--- config.mk ---
export PLATFORM = sky130hd
export DESIGN_NAME = work_stealing_task_dispatcher_top
export DESIGN_NICKNAME = d
export VERILOG_FILES = /design/src/rtl/core/wstd_pkg.sv /design/src/rtl/core/work_stealing_task_dispatcher_top.sv /design/src/rtl/core/wstd_ram.sv /design/src/rtl/core/wstd_ctrl.sv
export SDC_FILE = /design/constraint.sdc
export NUM_CORES = 2
export LEC_CHECK = 0
export BUFFER_PORTS_ARGS = -buffer_cell sky130_fd_sc_hd__buf_2
export CAP_MARGIN = 10
export CORE_MARGIN = 3
export CORE_UTILIZATION = 35
export CTS_CLUSTER_DIAMETER = 100
export DETAILED_ROUTE_END_ITERATION = 10
export PLACE_DENSITY_LB_ADDON = 0.1
export SETUP_SLACK_MARGIN = 0.05
export SYNTH_ARGS = -nofsm -noshare
export SYNTH_HDL_FRONTEND = slang
export SYNTH_SLANG_ARGS = --single-unit
--- constraint.sdc ---
create_clock -name clk -period 6 [get_ports clk]
set_input_delay 1.2 -clock clk [delete_from_list [all_inputs] [get_ports clk]]
set_output_delay 1.2 -clock clk [all_outputs]
set_load 0.05 [all_outputs]
--- src/rtl/core/wstd_pkg.sv ---
// Shared types and constants of the work-stealing task dispatcher.
package wstd_pkg;

	localparam int ID_W     = 16;
	localparam int HANDLE_W = 32;
	localparam int CNT_W    = 32;
	localparam int WC_W     = 3;
	localparam int CMP_W    = 5;

	typedef enum logic [1:0] {
		OP_SPAWN    = 2'd0,
		OP_DISPATCH = 2'd1,
		OP_CLEAR    = 2'd2,
		OP_NOP      = 2'd3
	} opcode_t;

	typedef enum logic [2:0] {
		STAT_DONE       = 3'd0,
		STAT_POOL_FULL  = 3'd1,
		STAT_QUEUE_FULL = 3'd2,
		STAT_NOTHING    = 3'd3,
		STAT_BAD_WORKER = 3'd4
	} status_t;

	typedef enum logic [2:0] {
		ST_IDLE,
		ST_EXEC,
		ST_SCAN,
		ST_QDATA,
		ST_PDATA
	} state_t;

	typedef struct packed {
		logic wr;
		logic rd;
	} mem_ctl_t;

endpackage

--- src/rtl/core/work_stealing_task_dispatcher_top.sv ---
// Work-stealing task dispatcher top level: sequencer with queue ring memory and task pool memory.
// Spawn, clear, no-op and bad worker give done with the result registered in the execute state.
// Dispatch from the own queue passes the execute, queue data and pool data states; a steal first
// scans other queues (at most active workers less one); nothing to run ends the scan with no hit.
// busy stays high until the result is registered; a new request is taken in the done cycle.
// Reset clears pointers, pool count, statistics and worker count (to one); memories are not cleared.
module work_stealing_task_dispatcher_top import wstd_pkg::*; #(
	parameter int MAX_WORKERS = 4,
	parameter int QUEUE_DEPTH = 16,
	parameter int POOL_SLOTS = 64
) (
	input  logic                clk,
	input  logic                arst_n,
	input  logic                start,
	output logic                busy,
	input  logic [1:0]          opcode,
	input  logic [1:0]          worker,
	input  logic [HANDLE_W-1:0] task_handle,
	input  logic                cfg_we,
	input  logic [WC_W-1:0]     cfg_data,
	output logic                done,
	output logic [2:0]          status,
	output logic [5:0]          task_slot,
	output logic [ID_W-1:0]     task_id,
	output logic [HANDLE_W-1:0] task_handle_out,
	output logic                was_stolen,
	output logic [6:0]          pending_count,
	output logic [CNT_W-1:0]    enqueued_total,
	output logic [CNT_W-1:0]    executed_total,
	output logic [CNT_W-1:0]    stolen_total,
	output logic [CNT_W-1:0]    failed_spawn_total
);

	localparam int SW  = (POOL_SLOTS > 1) ? $clog2(POOL_SLOTS) : 1;
	localparam int QAW = $clog2(MAX_WORKERS * QUEUE_DEPTH);
	localparam int PDW = ID_W + HANDLE_W;

	mem_ctl_t        q_ctl, p_ctl;
	logic [QAW-1:0]  q_waddr, q_raddr;
	logic [SW-1:0]   q_wdata, q_rdata;
	logic [SW-1:0]   p_waddr, p_raddr;
	logic [PDW-1:0]  p_wdata, p_rdata;

	wstd_ram #(
		.DEPTH (MAX_WORKERS * QUEUE_DEPTH),
		.DW    (SW)
	) u_queue_ram (
		.clk   (clk),
		.ctl   (q_ctl),
		.waddr (q_waddr),
		.wdata (q_wdata),
		.raddr (q_raddr),
		.rdata (q_rdata)
	);

	wstd_ram #(
		.DEPTH (POOL_SLOTS),
		.DW    (PDW)
	) u_pool_ram (
		.clk   (clk),
		.ctl   (p_ctl),
		.waddr (p_waddr),
		.wdata (p_wdata),
		.raddr (p_raddr),
		.rdata (p_rdata)
	);

	wstd_ctrl #(
		.MAX_WORKERS (MAX_WORKERS),
		.QUEUE_DEPTH (QUEUE_DEPTH),
		.POOL_SLOTS  (POOL_SLOTS)
	) u_ctrl (
		.clk                (clk),
		.arst_n             (arst_n),
		.start              (start),
		.busy               (busy),
		.opcode             (opcode),
		.worker             (worker),
		.task_handle        (task_handle),
		.cfg_we             (cfg_we),
		.cfg_data           (cfg_data),
		.done               (done),
		.status             (status),
		.task_slot          (task_slot),
		.task_id            (task_id),
		.task_handle_out    (task_handle_out),
		.was_stolen         (was_stolen),
		.pending_count      (pending_count),
		.enqueued_total     (enqueued_total),
		.executed_total     (executed_total),
		.stolen_total       (stolen_total),
		.failed_spawn_total (failed_spawn_total),
		.q_ctl              (q_ctl),
		.q_waddr            (q_waddr),
		.q_wdata            (q_wdata),
		.q_raddr            (q_raddr),
		.q_rdata            (q_rdata),
		.p_ctl              (p_ctl),
		.p_waddr            (p_waddr),
		.p_wdata            (p_wdata),
		.p_raddr            (p_raddr),
		.p_rdata            (p_rdata)
	);

endmodule

--- src/rtl/core/wstd_ram.sv ---
// Single-port-write, single-port-read synchronous memory; read data is registered.
module wstd_ram import wstd_pkg::*; #(
	parameter int DEPTH = 64,
	parameter int DW = 8,
	localparam int AW = (DEPTH > 1) ? $clog2(DEPTH) : 1
) (
	input  logic          clk,
	input  mem_ctl_t      ctl,
	input  logic [AW-1:0] waddr,
	input  logic [DW-1:0] wdata,
	input  logic [AW-1:0] raddr,
	output logic [DW-1:0] rdata
);

	logic [DW-1:0] mem_q [DEPTH];

	always_ff @(posedge clk) begin
		if (ctl.wr) begin
			mem_q[waddr] <= wdata;
		end
		if (ctl.rd) begin
			rdata <= mem_q[raddr];
		end
	end

endmodule

--- src/rtl/core/wstd_ctrl.sv ---
// Request sequencer: queue pointers, pool allocation, steal scan, statistics and result.
module wstd_ctrl import wstd_pkg::*; #(
	parameter int MAX_WORKERS = 4,
	parameter int QUEUE_DEPTH = 16,
	parameter int POOL_SLOTS = 64,
	localparam int SW = (POOL_SLOTS > 1) ? $clog2(POOL_SLOTS) : 1,
	localparam int QAW = $clog2(MAX_WORKERS * QUEUE_DEPTH)
) (
	input  logic                   clk,
	input  logic                   arst_n,
	input  logic                   start,
	output logic                   busy,
	input  logic [1:0]             opcode,
	input  logic [1:0]             worker,
	input  logic [HANDLE_W-1:0]    task_handle,
	input  logic                   cfg_we,
	input  logic [WC_W-1:0]        cfg_data,
	output logic                   done,
	output logic [2:0]             status,
	output logic [5:0]             task_slot,
	output logic [ID_W-1:0]        task_id,
	output logic [HANDLE_W-1:0]    task_handle_out,
	output logic                   was_stolen,
	output logic [6:0]             pending_count,
	output logic [CNT_W-1:0]       enqueued_total,
	output logic [CNT_W-1:0]       executed_total,
	output logic [CNT_W-1:0]       stolen_total,
	output logic [CNT_W-1:0]       failed_spawn_total,
	output mem_ctl_t               q_ctl,
	output logic [QAW-1:0]         q_waddr,
	output logic [SW-1:0]          q_wdata,
	output logic [QAW-1:0]         q_raddr,
	input  logic [SW-1:0]          q_rdata,
	output mem_ctl_t               p_ctl,
	output logic [SW-1:0]          p_waddr,
	output logic [ID_W+HANDLE_W-1:0] p_wdata,
	output logic [SW-1:0]          p_raddr,
	input  logic [ID_W+HANDLE_W-1:0] p_rdata
);

	localparam int WW  = (MAX_WORKERS > 1) ? $clog2(MAX_WORKERS) : 1;
	localparam int NW  = $clog2(MAX_WORKERS + 1);
	localparam int QW  = $clog2(QUEUE_DEPTH);
	localparam int FW  = $clog2(QUEUE_DEPTH + 1);
	localparam int UW  = $clog2(POOL_SLOTS + 1);
	localparam int PSW = $clog2(MAX_WORKERS * QUEUE_DEPTH + 1);

	function automatic logic [WW-1:0] wnext(input logic [WW-1:0] w, input logic [CMP_W-1:0] n);
		logic [CMP_W-1:0] s;
		s = CMP_W'(w) + CMP_W'(1);
		return (s == n) ? '0 : s[WW-1:0];
	endfunction

	function automatic logic [QW-1:0] pinc(input logic [QW-1:0] p);
		return (p == QW'(QUEUE_DEPTH - 1)) ? '0 : p + QW'(1);
	endfunction

	function automatic logic [QW-1:0] pdec(input logic [QW-1:0] p);
		return (p == '0) ? QW'(QUEUE_DEPTH - 1) : p - QW'(1);
	endfunction

	function automatic logic [QAW-1:0] qaddr(input logic [WW-1:0] w, input logic [QW-1:0] p);
		logic [31:0] a;
		a = 32'(w) * 32'(QUEUE_DEPTH) + 32'(p);
		return a[QAW-1:0];
	endfunction

	state_t              state_q, state_d;
	logic [WC_W-1:0]     wc_q;
	opcode_t             op_q, op_d;
	logic [1:0]          wrk_q, wrk_d;
	logic [HANDLE_W-1:0] hdl_q, hdl_d;
	logic [QW-1:0]       head_q [MAX_WORKERS];
	logic [QW-1:0]       head_d [MAX_WORKERS];
	logic [QW-1:0]       tail_q [MAX_WORKERS];
	logic [QW-1:0]       tail_d [MAX_WORKERS];
	logic [FW-1:0]       fill_q [MAX_WORKERS];
	logic [FW-1:0]       fill_d [MAX_WORKERS];
	logic [UW-1:0]       used_q, used_d;
	logic [ID_W-1:0]     nid_q, nid_d;
	logic [WW-1:0]       rr_q, rr_d;
	logic [WW-1:0]       scan_w_q, scan_w_d;
	logic [NW-1:0]       scan_cnt_q, scan_cnt_d;
	logic                stl_q, stl_d;
	logic [SW-1:0]       slot_q, slot_d;
	logic [CNT_W-1:0]    enq_cnt_q, enq_cnt_d;
	logic [CNT_W-1:0]    exe_cnt_q, exe_cnt_d;
	logic [CNT_W-1:0]    stolen_cnt_q, stolen_cnt_d;
	logic [CNT_W-1:0]    fail_cnt_q, fail_cnt_d;
	logic                res_vld_q, res_vld_d;
	status_t             res_status_q, res_status_d;
	logic [SW-1:0]       res_slot_q, res_slot_d;
	logic [ID_W-1:0]     res_id_q, res_id_d;
	logic [HANDLE_W-1:0] res_hdl_q, res_hdl_d;
	logic                res_stl_q, res_stl_d;

	logic [CMP_W-1:0] wc_ext, n_ext, wrk_ext;
	logic [WW-1:0]    widx, target;
	logic [SW-1:0]    new_slot;
	logic [QW-1:0]    steal_ptr;
	logic             bad_wrk, own_has, pool_full, q_full, scan_end, scan_hit;
	logic [PSW-1:0]   psum;

	assign wc_ext  = CMP_W'(wc_q);
	assign n_ext   = (wc_q == '0) ? CMP_W'(1) :
	                 ((wc_ext > CMP_W'(MAX_WORKERS)) ? CMP_W'(MAX_WORKERS) : wc_ext);
	assign wrk_ext = CMP_W'(wrk_q);
	assign widx    = wrk_ext[WW-1:0];
	assign target  = (CMP_W'(rr_q) < n_ext) ? rr_q : '0;
	assign new_slot = used_q[SW-1:0];
	assign steal_ptr = pdec(tail_q[scan_w_q]);

	assign bad_wrk   = wrk_ext >= n_ext;
	assign own_has   = fill_q[widx] != '0;
	assign pool_full = used_q >= UW'(POOL_SLOTS);
	assign q_full    = fill_q[target] >= FW'(QUEUE_DEPTH);
	assign scan_end  = CMP_W'(scan_cnt_q) >= n_ext;
	assign scan_hit  = fill_q[scan_w_q] != '0;

	always_comb begin
		psum = '0;
		for (int i = 0; i < MAX_WORKERS; i++) begin
			if (CMP_W'(i) < n_ext) begin
				psum = psum + PSW'(fill_q[i]);
			end
		end
	end

	always_comb begin
		state_d = state_q;
		unique case (state_q)
			ST_IDLE: begin
				if (start) begin
					state_d = ST_EXEC;
				end
			end
			ST_EXEC: begin
				if (op_q == OP_DISPATCH && !bad_wrk) begin
					state_d = own_has ? ST_QDATA : ST_SCAN;
				end else begin
					state_d = ST_IDLE;
				end
			end
			ST_SCAN: begin
				priority if (scan_end) begin
					state_d = ST_IDLE;
				end else if (scan_hit) begin
					state_d = ST_QDATA;
				end else begin
					state_d = ST_SCAN;
				end
			end
			ST_QDATA: state_d = ST_PDATA;
			ST_PDATA: state_d = ST_IDLE;
			default:  state_d = ST_IDLE;
		endcase
	end

	always_comb begin
		op_d         = op_q;
		wrk_d        = wrk_q;
		hdl_d        = hdl_q;
		head_d       = head_q;
		tail_d       = tail_q;
		fill_d       = fill_q;
		used_d       = used_q;
		nid_d        = nid_q;
		rr_d         = rr_q;
		scan_w_d     = scan_w_q;
		scan_cnt_d   = scan_cnt_q;
		stl_d        = stl_q;
		slot_d       = slot_q;
		enq_cnt_d    = enq_cnt_q;
		exe_cnt_d    = exe_cnt_q;
		stolen_cnt_d = stolen_cnt_q;
		fail_cnt_d   = fail_cnt_q;
		res_vld_d    = 1'b0;
		res_status_d = res_status_q;
		res_slot_d   = res_slot_q;
		res_id_d     = res_id_q;
		res_hdl_d    = res_hdl_q;
		res_stl_d    = res_stl_q;
		q_ctl        = '0;
		q_waddr      = '0;
		q_wdata      = new_slot;
		q_raddr      = '0;
		p_ctl        = '0;
		p_waddr      = new_slot;
		p_wdata      = {nid_q, hdl_q};
		p_raddr      = q_rdata;
		unique case (state_q)
			ST_IDLE: begin
				if (start) begin
					op_d  = opcode_t'(opcode);
					wrk_d = worker;
					hdl_d = task_handle;
				end
			end
			ST_EXEC: begin
				res_status_d = STAT_DONE;
				res_slot_d   = '0;
				res_id_d     = '0;
				res_hdl_d    = '0;
				res_stl_d    = 1'b0;
				unique case (op_q)
					OP_SPAWN: begin
						res_vld_d = 1'b1;
						if (pool_full) begin
							res_status_d = STAT_POOL_FULL;
							fail_cnt_d   = fail_cnt_q + CNT_W'(1);
						end else begin
							p_ctl.wr   = 1'b1;
							used_d     = used_q + UW'(1);
							nid_d      = nid_q + ID_W'(1);
							rr_d       = wnext(target, n_ext);
							res_slot_d = new_slot;
							res_id_d   = nid_q;
							if (q_full) begin
								res_status_d = STAT_QUEUE_FULL;
								fail_cnt_d   = fail_cnt_q + CNT_W'(1);
							end else begin
								q_ctl.wr       = 1'b1;
								q_waddr        = qaddr(target, tail_q[target]);
								tail_d[target] = pinc(tail_q[target]);
								fill_d[target] = fill_q[target] + FW'(1);
								enq_cnt_d      = enq_cnt_q + CNT_W'(1);
							end
						end
					end
					OP_DISPATCH: begin
						priority if (bad_wrk) begin
							res_vld_d    = 1'b1;
							res_status_d = STAT_BAD_WORKER;
						end else if (own_has) begin
							q_ctl.rd     = 1'b1;
							q_raddr      = qaddr(widx, head_q[widx]);
							head_d[widx] = pinc(head_q[widx]);
							fill_d[widx] = fill_q[widx] - FW'(1);
							stl_d        = 1'b0;
						end else begin
							scan_w_d   = wnext(widx, n_ext);
							scan_cnt_d = NW'(1);
						end
					end
					OP_CLEAR: begin
						res_vld_d = 1'b1;
						for (int i = 0; i < MAX_WORKERS; i++) begin
							head_d[i] = '0;
							tail_d[i] = '0;
							fill_d[i] = '0;
						end
						used_d = '0;
						rr_d   = '0;
					end
					OP_NOP: begin
						res_vld_d = 1'b1;
					end
				endcase
			end
			ST_SCAN: begin
				priority if (scan_end) begin
					res_vld_d    = 1'b1;
					res_status_d = STAT_NOTHING;
				end else if (scan_hit) begin
					q_ctl.rd         = 1'b1;
					q_raddr          = qaddr(scan_w_q, steal_ptr);
					tail_d[scan_w_q] = steal_ptr;
					fill_d[scan_w_q] = fill_q[scan_w_q] - FW'(1);
					stl_d            = 1'b1;
				end else begin
					scan_w_d   = wnext(scan_w_q, n_ext);
					scan_cnt_d = scan_cnt_q + NW'(1);
				end
			end
			ST_QDATA: begin
				p_ctl.rd = 1'b1;
				slot_d   = q_rdata;
			end
			ST_PDATA: begin
				res_vld_d    = 1'b1;
				res_status_d = STAT_DONE;
				res_slot_d   = slot_q;
				res_id_d     = p_rdata[ID_W+HANDLE_W-1:HANDLE_W];
				res_hdl_d    = p_rdata[HANDLE_W-1:0];
				res_stl_d    = stl_q;
				exe_cnt_d    = exe_cnt_q + CNT_W'(1);
				if (stl_q) begin
					stolen_cnt_d = stolen_cnt_q + CNT_W'(1);
				end
			end
			default: begin
				res_vld_d = 1'b0;
			end
		endcase
	end

	always_ff @(posedge clk or negedge arst_n) begin
		if (!arst_n) begin
			state_q      <= ST_IDLE;
			wc_q         <= WC_W'(1);
			for (int i = 0; i < MAX_WORKERS; i++) begin
				head_q[i] <= '0;
				tail_q[i] <= '0;
				fill_q[i] <= '0;
			end
			used_q       <= '0;
			nid_q        <= ID_W'(1);
			rr_q         <= '0;
			scan_cnt_q   <= '0;
			enq_cnt_q    <= '0;
			exe_cnt_q    <= '0;
			stolen_cnt_q <= '0;
			fail_cnt_q   <= '0;
			res_vld_q    <= 1'b0;
		end else begin
			state_q      <= state_d;
			if (cfg_we) begin
				wc_q <= cfg_data;
			end
			head_q       <= head_d;
			tail_q       <= tail_d;
			fill_q       <= fill_d;
			used_q       <= used_d;
			nid_q        <= nid_d;
			rr_q         <= rr_d;
			scan_cnt_q   <= scan_cnt_d;
			enq_cnt_q    <= enq_cnt_d;
			exe_cnt_q    <= exe_cnt_d;
			stolen_cnt_q <= stolen_cnt_d;
			fail_cnt_q   <= fail_cnt_d;
			res_vld_q    <= res_vld_d;
		end
	end

	always_ff @(posedge clk) begin
		op_q         <= op_d;
		wrk_q        <= wrk_d;
		hdl_q        <= hdl_d;
		scan_w_q     <= scan_w_d;
		stl_q        <= stl_d;
		slot_q       <= slot_d;
		res_status_q <= res_status_d;
		res_slot_q   <= res_slot_d;
		res_id_q     <= res_id_d;
		res_hdl_q    <= res_hdl_d;
		res_stl_q    <= res_stl_d;
	end

	assign busy               = state_q != ST_IDLE;
	assign done               = res_vld_q;
	assign status             = res_status_q;
	assign task_slot          = 6'(res_slot_q);
	assign task_id            = res_id_q;
	assign task_handle_out    = res_hdl_q;
	assign was_stolen         = res_stl_q;
	assign pending_count      = 7'(psum);
	assign enqueued_total     = enq_cnt_q;
	assign executed_total     = exe_cnt_q;
	assign stolen_total       = stolen_cnt_q;
	assign failed_spawn_total = fail_cnt_q;

`ifndef SYNTHESIS
	a_accept_exec: assert property (@(posedge clk) disable iff (!arst_n)
		start && !busy |=> state_q == ST_EXEC)
		else $error("accepted request did not enter execution");
	a_qdata_after_read: assert property (@(posedge clk) disable iff (!arst_n)
		state_q == ST_QDATA |-> $past(q_ctl.rd))
		else $error("queue data taken without a queue read");
	a_pdata_after_qdata: assert property (@(posedge clk) disable iff (!arst_n)
		state_q == ST_PDATA |-> $past(state_q) == ST_QDATA)
		else $error("pool data stage not preceded by queue data stage");
	a_qwr_with_pwr: assert property (@(posedge clk) disable iff (!arst_n)
		q_ctl.wr |-> p_ctl.wr && state_q == ST_EXEC)
		else $error("queue write without pool allocation");
	a_steal_counts_exec: assert property (@(posedge clk) disable iff (!arst_n)
		stolen_cnt_q != $past(stolen_cnt_q) |-> exe_cnt_q != $past(exe_cnt_q))
		else $error("steal counted without a dispatch");
`endif

endmodule
-- Word-level counts from Yosys, hierarchy flattened
Memories as Yosys holds them, arrays and structs flattened. A register that Yosys moved wholly into a read port is not among the register bits.
Cells that the tools add are included.
- add/subtract/negate cells: 22
- order comparisons: 16
- equal/unequal tests: 30
- multiplexer cells: 142
- bitwise gates (word level): 5
- reductions and logical operators: 31
- operator list (cell ; count):
    $add 32x1->32 const B ; 4
    $mux 16 ; 8
    $pmux 16 s2 ; 4
    $mux 20 ; 6
    $mux 6 ; 11
    $mux 32 ; 2
    $pmux 32 s2 ; 1
    $bwmux 20 ; 3
    $pmux 20 s3 ; 1
    $mux 5 ; 11
    $bwmux 16 ; 3
    $mux 4 ; 12
    $pmux 20 s2 ; 1
    $mux 3 ; 11
    $bmux 5 s2 ; 3
    $demux 5 s2 ; 3
    $mux 7 ; 4
    $mux 1 ; 26
    $bmux 4 s2 ; 3
    $demux 4 s2 ; 3
    $mux 2 ; 12
    $pmux 6 s2 ; 2
    $add 6x4->6 ; 3
    $reduce_and 6->1 ; 3
    other kinds (54) ; 106
- flip-flop bits (word level): 318
- memory bits (writable): 3456
- output and inout port bits: 195
- memories: 2
- memories (name ; words ; width ; read ports ; clocked after Yosys merged registers in ; write ports ; RTL line ; text):
    u_pool_ram.mem_q ; 64 ; 48 ; 1 ; 1 ; 1 ; wstd_ram.sv:15 ; logic [DW-1:0] mem_q [DEPTH];
    u_queue_ram.mem_q ; 64 ; 6 ; 1 ; 1 ; 1 ; wstd_ram.sv:15 ;

-- Longest topological paths before layout
- depth after elaboration: 16
- gate-level depth with buffers: 19
- mapped depth without buffers: 17

-- By module
From an unflattened synthesis, not the netlist that was laid out.
- cell total of the unflattened synthesis: 7549
- area, all modules: 150678.3 sq um
- modules (own cells, without submodules) (module ; times used ; cells an instance ; area an instance (sq um) ; seq. area each (sq um)):
    wstd_ram (u_pool_ram) ; 1 ; 5247 ; 118671.3 ; 93689.9
    wstd_ctrl ; 1 ; 1582 ; 16721.0 ; 8475.6
    wstd_ram (u_queue_ram) ; 1 ; 720 ; 15285.9 ; 11711.2

-- Worst setup path before layout
OpenSTA, ideal clock, no wires.
- path type: flip-flop to output port
- start: register u_ctrl.wc_q[2]
- end: output port pending_count[4]
- arrival: 3870 ps
- required time: 4800 ps
- setup slack: 930 ps
- cell stages (with the launch flop): 15
- path buffers: 1
- cell sequence: dfrtp_1 buf_1 nor2_1 mux2i_1 inv_1 ha_1 fa_1 a21o_1 a21oi_1 xnor2_1 nor2_1 a21oi_1 ha_1 xor2_1 a21oi_1
- cells in the longest elaborated chain, start to end: 11
- ends and longest elaborated chain (element ; RTL line ; text):
    start, declared ; wstd_ctrl.sv:69 ; logic [WC_W-1:0] wc_q;
    start signal, assigned ; wstd_ctrl.sv:318 ; wc_q <= cfg_data;
    $gt 3x3->1 ; wstd_ctrl.sv:106 ; ((wc_ext > CMP_W'(MAX_WORKERS)) ? CMP_W'(MAX_WORKERS) : wc_ext);
    $mux 3 ; wstd_ctrl.sv:106 ;
    $mux 5 (*) ; wstd_ctrl.sv:105 ; assign n_ext = (wc_q == '0) ? CMP_W'(1) :
    $lt 1x5->1 ; wstd_ctrl.sv:123 ; if (CMP_W'(i) < n_ext) begin
    $mux 5 ; wstd_ctrl.sv:123 ;
    $add 5x5->6 ; wstd_ctrl.sv:124 ; psum = psum + PSW'(fill_q[i]);
    $mux 7 ; wstd_ctrl.sv:123 ;
    $add 7x5->7 ; wstd_ctrl.sv:124 ;
    $mux 7 ; wstd_ctrl.sv:123 ;
    $add 7x5->7 ; wstd_ctrl.sv:124 ;
    $mux 7 (*) ; wstd_ctrl.sv:123 ;
    end, declared ; work_stealing_task_dispatcher_top.sv:27 ; output logic [6:0] pending_count,
Mark *: on every way between the ends. The rest lies on a longest branch, timed or not.

-- Final worst setup path
- start: register u_ctrl.fill_q[11] (netlist name)
- end: output port pending_count[6]
- cells in the longest elaborated chain, start to end: 6
- ends and longest elaborated chain (element ; RTL line ; text):
    start, declared ; wstd_ctrl.sv:77 ; logic [FW-1:0] fill_q [MAX_WORKERS];
    start signal, assigned ; wstd_ctrl.sv:322 ; fill_q <= fill_d;
    $add 5x5->6 (*) ; wstd_ctrl.sv:124 ;
    $mux 7 (*) ; wstd_ctrl.sv:123 ;
    $add 7x5->7 ; wstd_ctrl.sv:124 ;
    $mux 7 (*) ; wstd_ctrl.sv:123 ;
    $add 7x5->7 ; wstd_ctrl.sv:124 ;
    $mux 7 (*) ; wstd_ctrl.sv:123 ;
Marks and branches as above.

==> impl_metrics.toml <==
[grt]
met1_usage = 0.3038
track_usage = 0.2131
grt_pass1_vias = 77620
busiest_layer = "met2"
met2_usage = 0.3476
met3_usage = 0.02943
antenna_found_initial = 16
grt_overflow = 0
grt_max_degree = 110
grt_pass1_wl_mm = 650.7

[clocking]
root_buffer = "clkbuf_16"
cts_buffers = 422
clock_latency_ns = 1.02
ctsHoldBuffers = 0
htreeDepth = 5
clockBufferDepth = 4
cts_tree = "built"
clkTransAtPathRegs_ns = 0.06
cts_sinks = 3828

[layout]
postLayoutCoreUtil = 0.4094
area_growth_syn_to_layout_pct = 16.13
layout.nets = 7894
fin_area_um2 = 174100
fillers = 37620
drive_gt1_frac = 0.2896
layout.cells.non_filler = 13820

[die]
core_um2 = 425200
rows = 239
io_pins = 238
initial_core_util = 0.3525
design.die.area_um2 = 436200
die_y_um = 660.4
die_w_um = 660.4

[setup_path]
cp-start-kind = "flop"
cp_num_buf_inv = 1
cp_cell_sequence = "xor2_1 > ha_2 > a21oi_2 > xor2_1 > nor2_1 > xor2_1 > ha_1 > a21o_1 > a21oi_2 > xnor2_2 > nor2_2 > a21oi_2 > ha_1 > nor2b_4 > o211ai_1 > mux2_4 > buf_8"
cp.arrival_ns = 4.57
critical_path_class = "flop to primary output"
crit_family = "compound AO/OA/AOI/OAI gates"
endpoint_kind = "primary output"
max_stage_delay_ns = 0.45
cp_slowest_cell = "dfrtp_2"
critPathRequiredTime_ns = 4.80
crit_fanout = 6

[synth]
yosys.cell_count.top_type = "edfxtp_1"
syn_area_um2 = 149900
synth.largest_area_cell = "edfxtp_1"
synth-async-reset-ratio = 0.05617
syn_inst = 7179
ys_ff_latch = 3828
yosysSeqAreaShare = 0.7597
synth-edff-count = 3613
avgSynthCellArea_um2 = 20.88
synth_top_area_share = 0.7238
synthTopCellsByCount = "edfxtp_1, mux4_2, nand2_1, nor2_1, nand3_1"
synth_cell_types = 87
synthFlopType = "edfxtp_1"
synth.area.top_cells = "edfxtp_1, mux4_2, dfrtp_1, nand2_1, nand3_1"
syn-num-nets = 7276
yosysWarnings = 0

[detailed_routing]
dr.pass1.iters = 6
drc_errors = 0
drtIter0Drc = 8049
vias_per_cell = 5.536
wl_mm = 469.2
vias = 76510
ant_nets = 0
routedWlPerCell_um = 33.95

[timing]
fin_crit_ns = 5.772
report.final.slew_viol_count = 0
tightest_slew_ns = 1.381
finalCritPeriodShare = 0.9621
fin_tns_setup_ns = 0
max_freq_mhz = 173.2
clock_skew_ns = 0.07911
setup_viol = 0
hold_viol = 0
maxSlewHeadroom = 0.06989

[status]
status = "complete, no violations"

[run]
cap_viol_max_count = 0

[placed_design]
placed_area_um2 = 160500
portBuffers = 237
finalWeightedCongestion = 0.8338
hpwl_mm = 266.4
dp.cells = 13020

[power]
power_density_nw_per_um2 = 413.7
ir_worst_vdd_uv = 346.9
p_total_mw = 72.02
leakage_nw = 56.76

[worst_hold_path]
worstHoldPathType = "input port to asynchronous set/reset pin"
## cells in the final DEF, fill, tap and decap left out, types with 98 or more instances in the layout
master / instances
nand3_1: 231
buf_4: 253
xnor2_1: 124
nor2_1: 165
mux4_2: 1017
nand2_1: 513
buf_2: 234
and3_1: 98
edfxtp_1: 3613
clkbuf_16: 427
clkinv_1: 104
dfrtp_1: 187
## worst reg2reg max path: stages (launching register included)
cell and delay (ns):
edfxtp_1 0.77, mux4_2 0.67, inv_1 0.09, ha_1 0.20, nor2b_1 0.14, a2bb2oi_1 0.17
o31a_1 0.42, a2bb2oi_4 0.61, buf_12 0.34, buf_12 0.28, mux2i_1 0.27, mux2i_1 0.11
mux2i_1 0.23, o22ai_1 0.17, nor3_1 0.32, nand3_1 0.14
## flip-flops by register name, summed over array words and instances (netlist names), 7 cells and up
| name | count |
|---|---|
| u_ctrl.nid_q | 16 |
| u_pool_ram.mem_q | 3072 |
| u_ctrl.hdl_q | 32 |
| u_ctrl.enqueued_total | 32 |
| u_ctrl.stolen_total | 32 |
| u_ctrl.task_id | 16 |
| u_ctrl.fill_q | 20 |
| u_ctrl.head_q | 16 |
| u_ctrl.tail_q | 16 |
| u_ctrl.executed_total | 32 |
| u_ctrl.used_q | 7 |
| u_pool_ram.rdata | 48 |
| u_ctrl.task_handle_out | 32 |
| u_ctrl.failed_spawn_total | 32 |
| u_queue_ram.mem_q | 384 |
## cell type report
| class | instances | area, um2 | share of cell area |
|---|---|---|---|
| well taps | 5663 | 7086 | 0.04070 |
| multi-input cells | 2932 | 34960 | 0.2008 |
| clock buffers | 518 | 11130 | 0.06392 |
| inverters | 50 | 187.7 | 0.001078 |
| clock inverters | 255 | 2197 | 0.01262 |
| diodes | 12 | 30.03 | 0.0001725 |
| flip-flops and latches | 3828 | 113900 | 0.6544 |
| repair buffers | 563 | 4576 | 0.02629 |
## stage by stage
step / hold WS [ns] / setup WS, ns
after floorplan: 0.4244 / 0.9298
after global placement: 0.4598 / 0.7310
after detailed placement: 0.4654 / 0.8518
after CTS: 0.2680 / 0.06335
after global routing: 0.2947 / -0.02463
final: 0.2972 / 0.2276
## layer usage
layer	vias to the layer above	wire length, um
met2	2583	226500
met5	-	13
li1	30940	-
met1	42390	204900
met4	2	10720
met3	591	27020
## worst paths after layout
kind	startpoint	to	slack (ns)	cells past startpoint
setup / recovery	u_ctrl.fill_q[11]	pending_count[6]	0.23	17
hold / removal	arst_n	u_ctrl.stolen_total[28]	0.30	1
setup reg to reg	u_ctrl.scan_w_q[0]	u_queue_ram.rdata[1]	0.79	15
hold reg to reg	u_ctrl.stolen_total[31]	u_ctrl.stolen_total[31]	0.46	1
max in group asynchronous	arst_n	u_ctrl.fill_q[11]	4.50	2
min in group clk	task_handle[20]	u_ctrl.hdl_q[20]	0.37	1
## power breakdown
group          switching [mW]  leakage, nW  total (mW)  internal (mW)
Combinational            9.59         14.5        15.0           5.43
Sequential              0.704         35.8        31.9           31.2
Clock                    10.7         6.51        25.1           14.4
Total                    21.0         56.8        72.0           51.0
## cells by family (layout without fill, tap and decap cells)
family | count (synthesis) | count (layout) | share of synthesized area
xor+xnor | 166 | 166 | 0.009700
compound gates | 369 | 369 | 0.01727
fa+ha+maj | 54 | 54 | 0.004608
mux | 1127 | 1127 | 0.1605
buf+inv | 419 | 1386 | 0.01157
simple gates | 1216 | 1216 | 0.03668
other cells | 0 | 12 | 0
flops | 3828 | 3828 | 0.7597
## repair_timing
item / CTS / global route
setup buffers: 1 / 13
pin swaps: 1 / 13
resized for setup: 13 / 23
endpoints found under the setup margin: 2 / 2
Power figures use the tool's default switching activity.
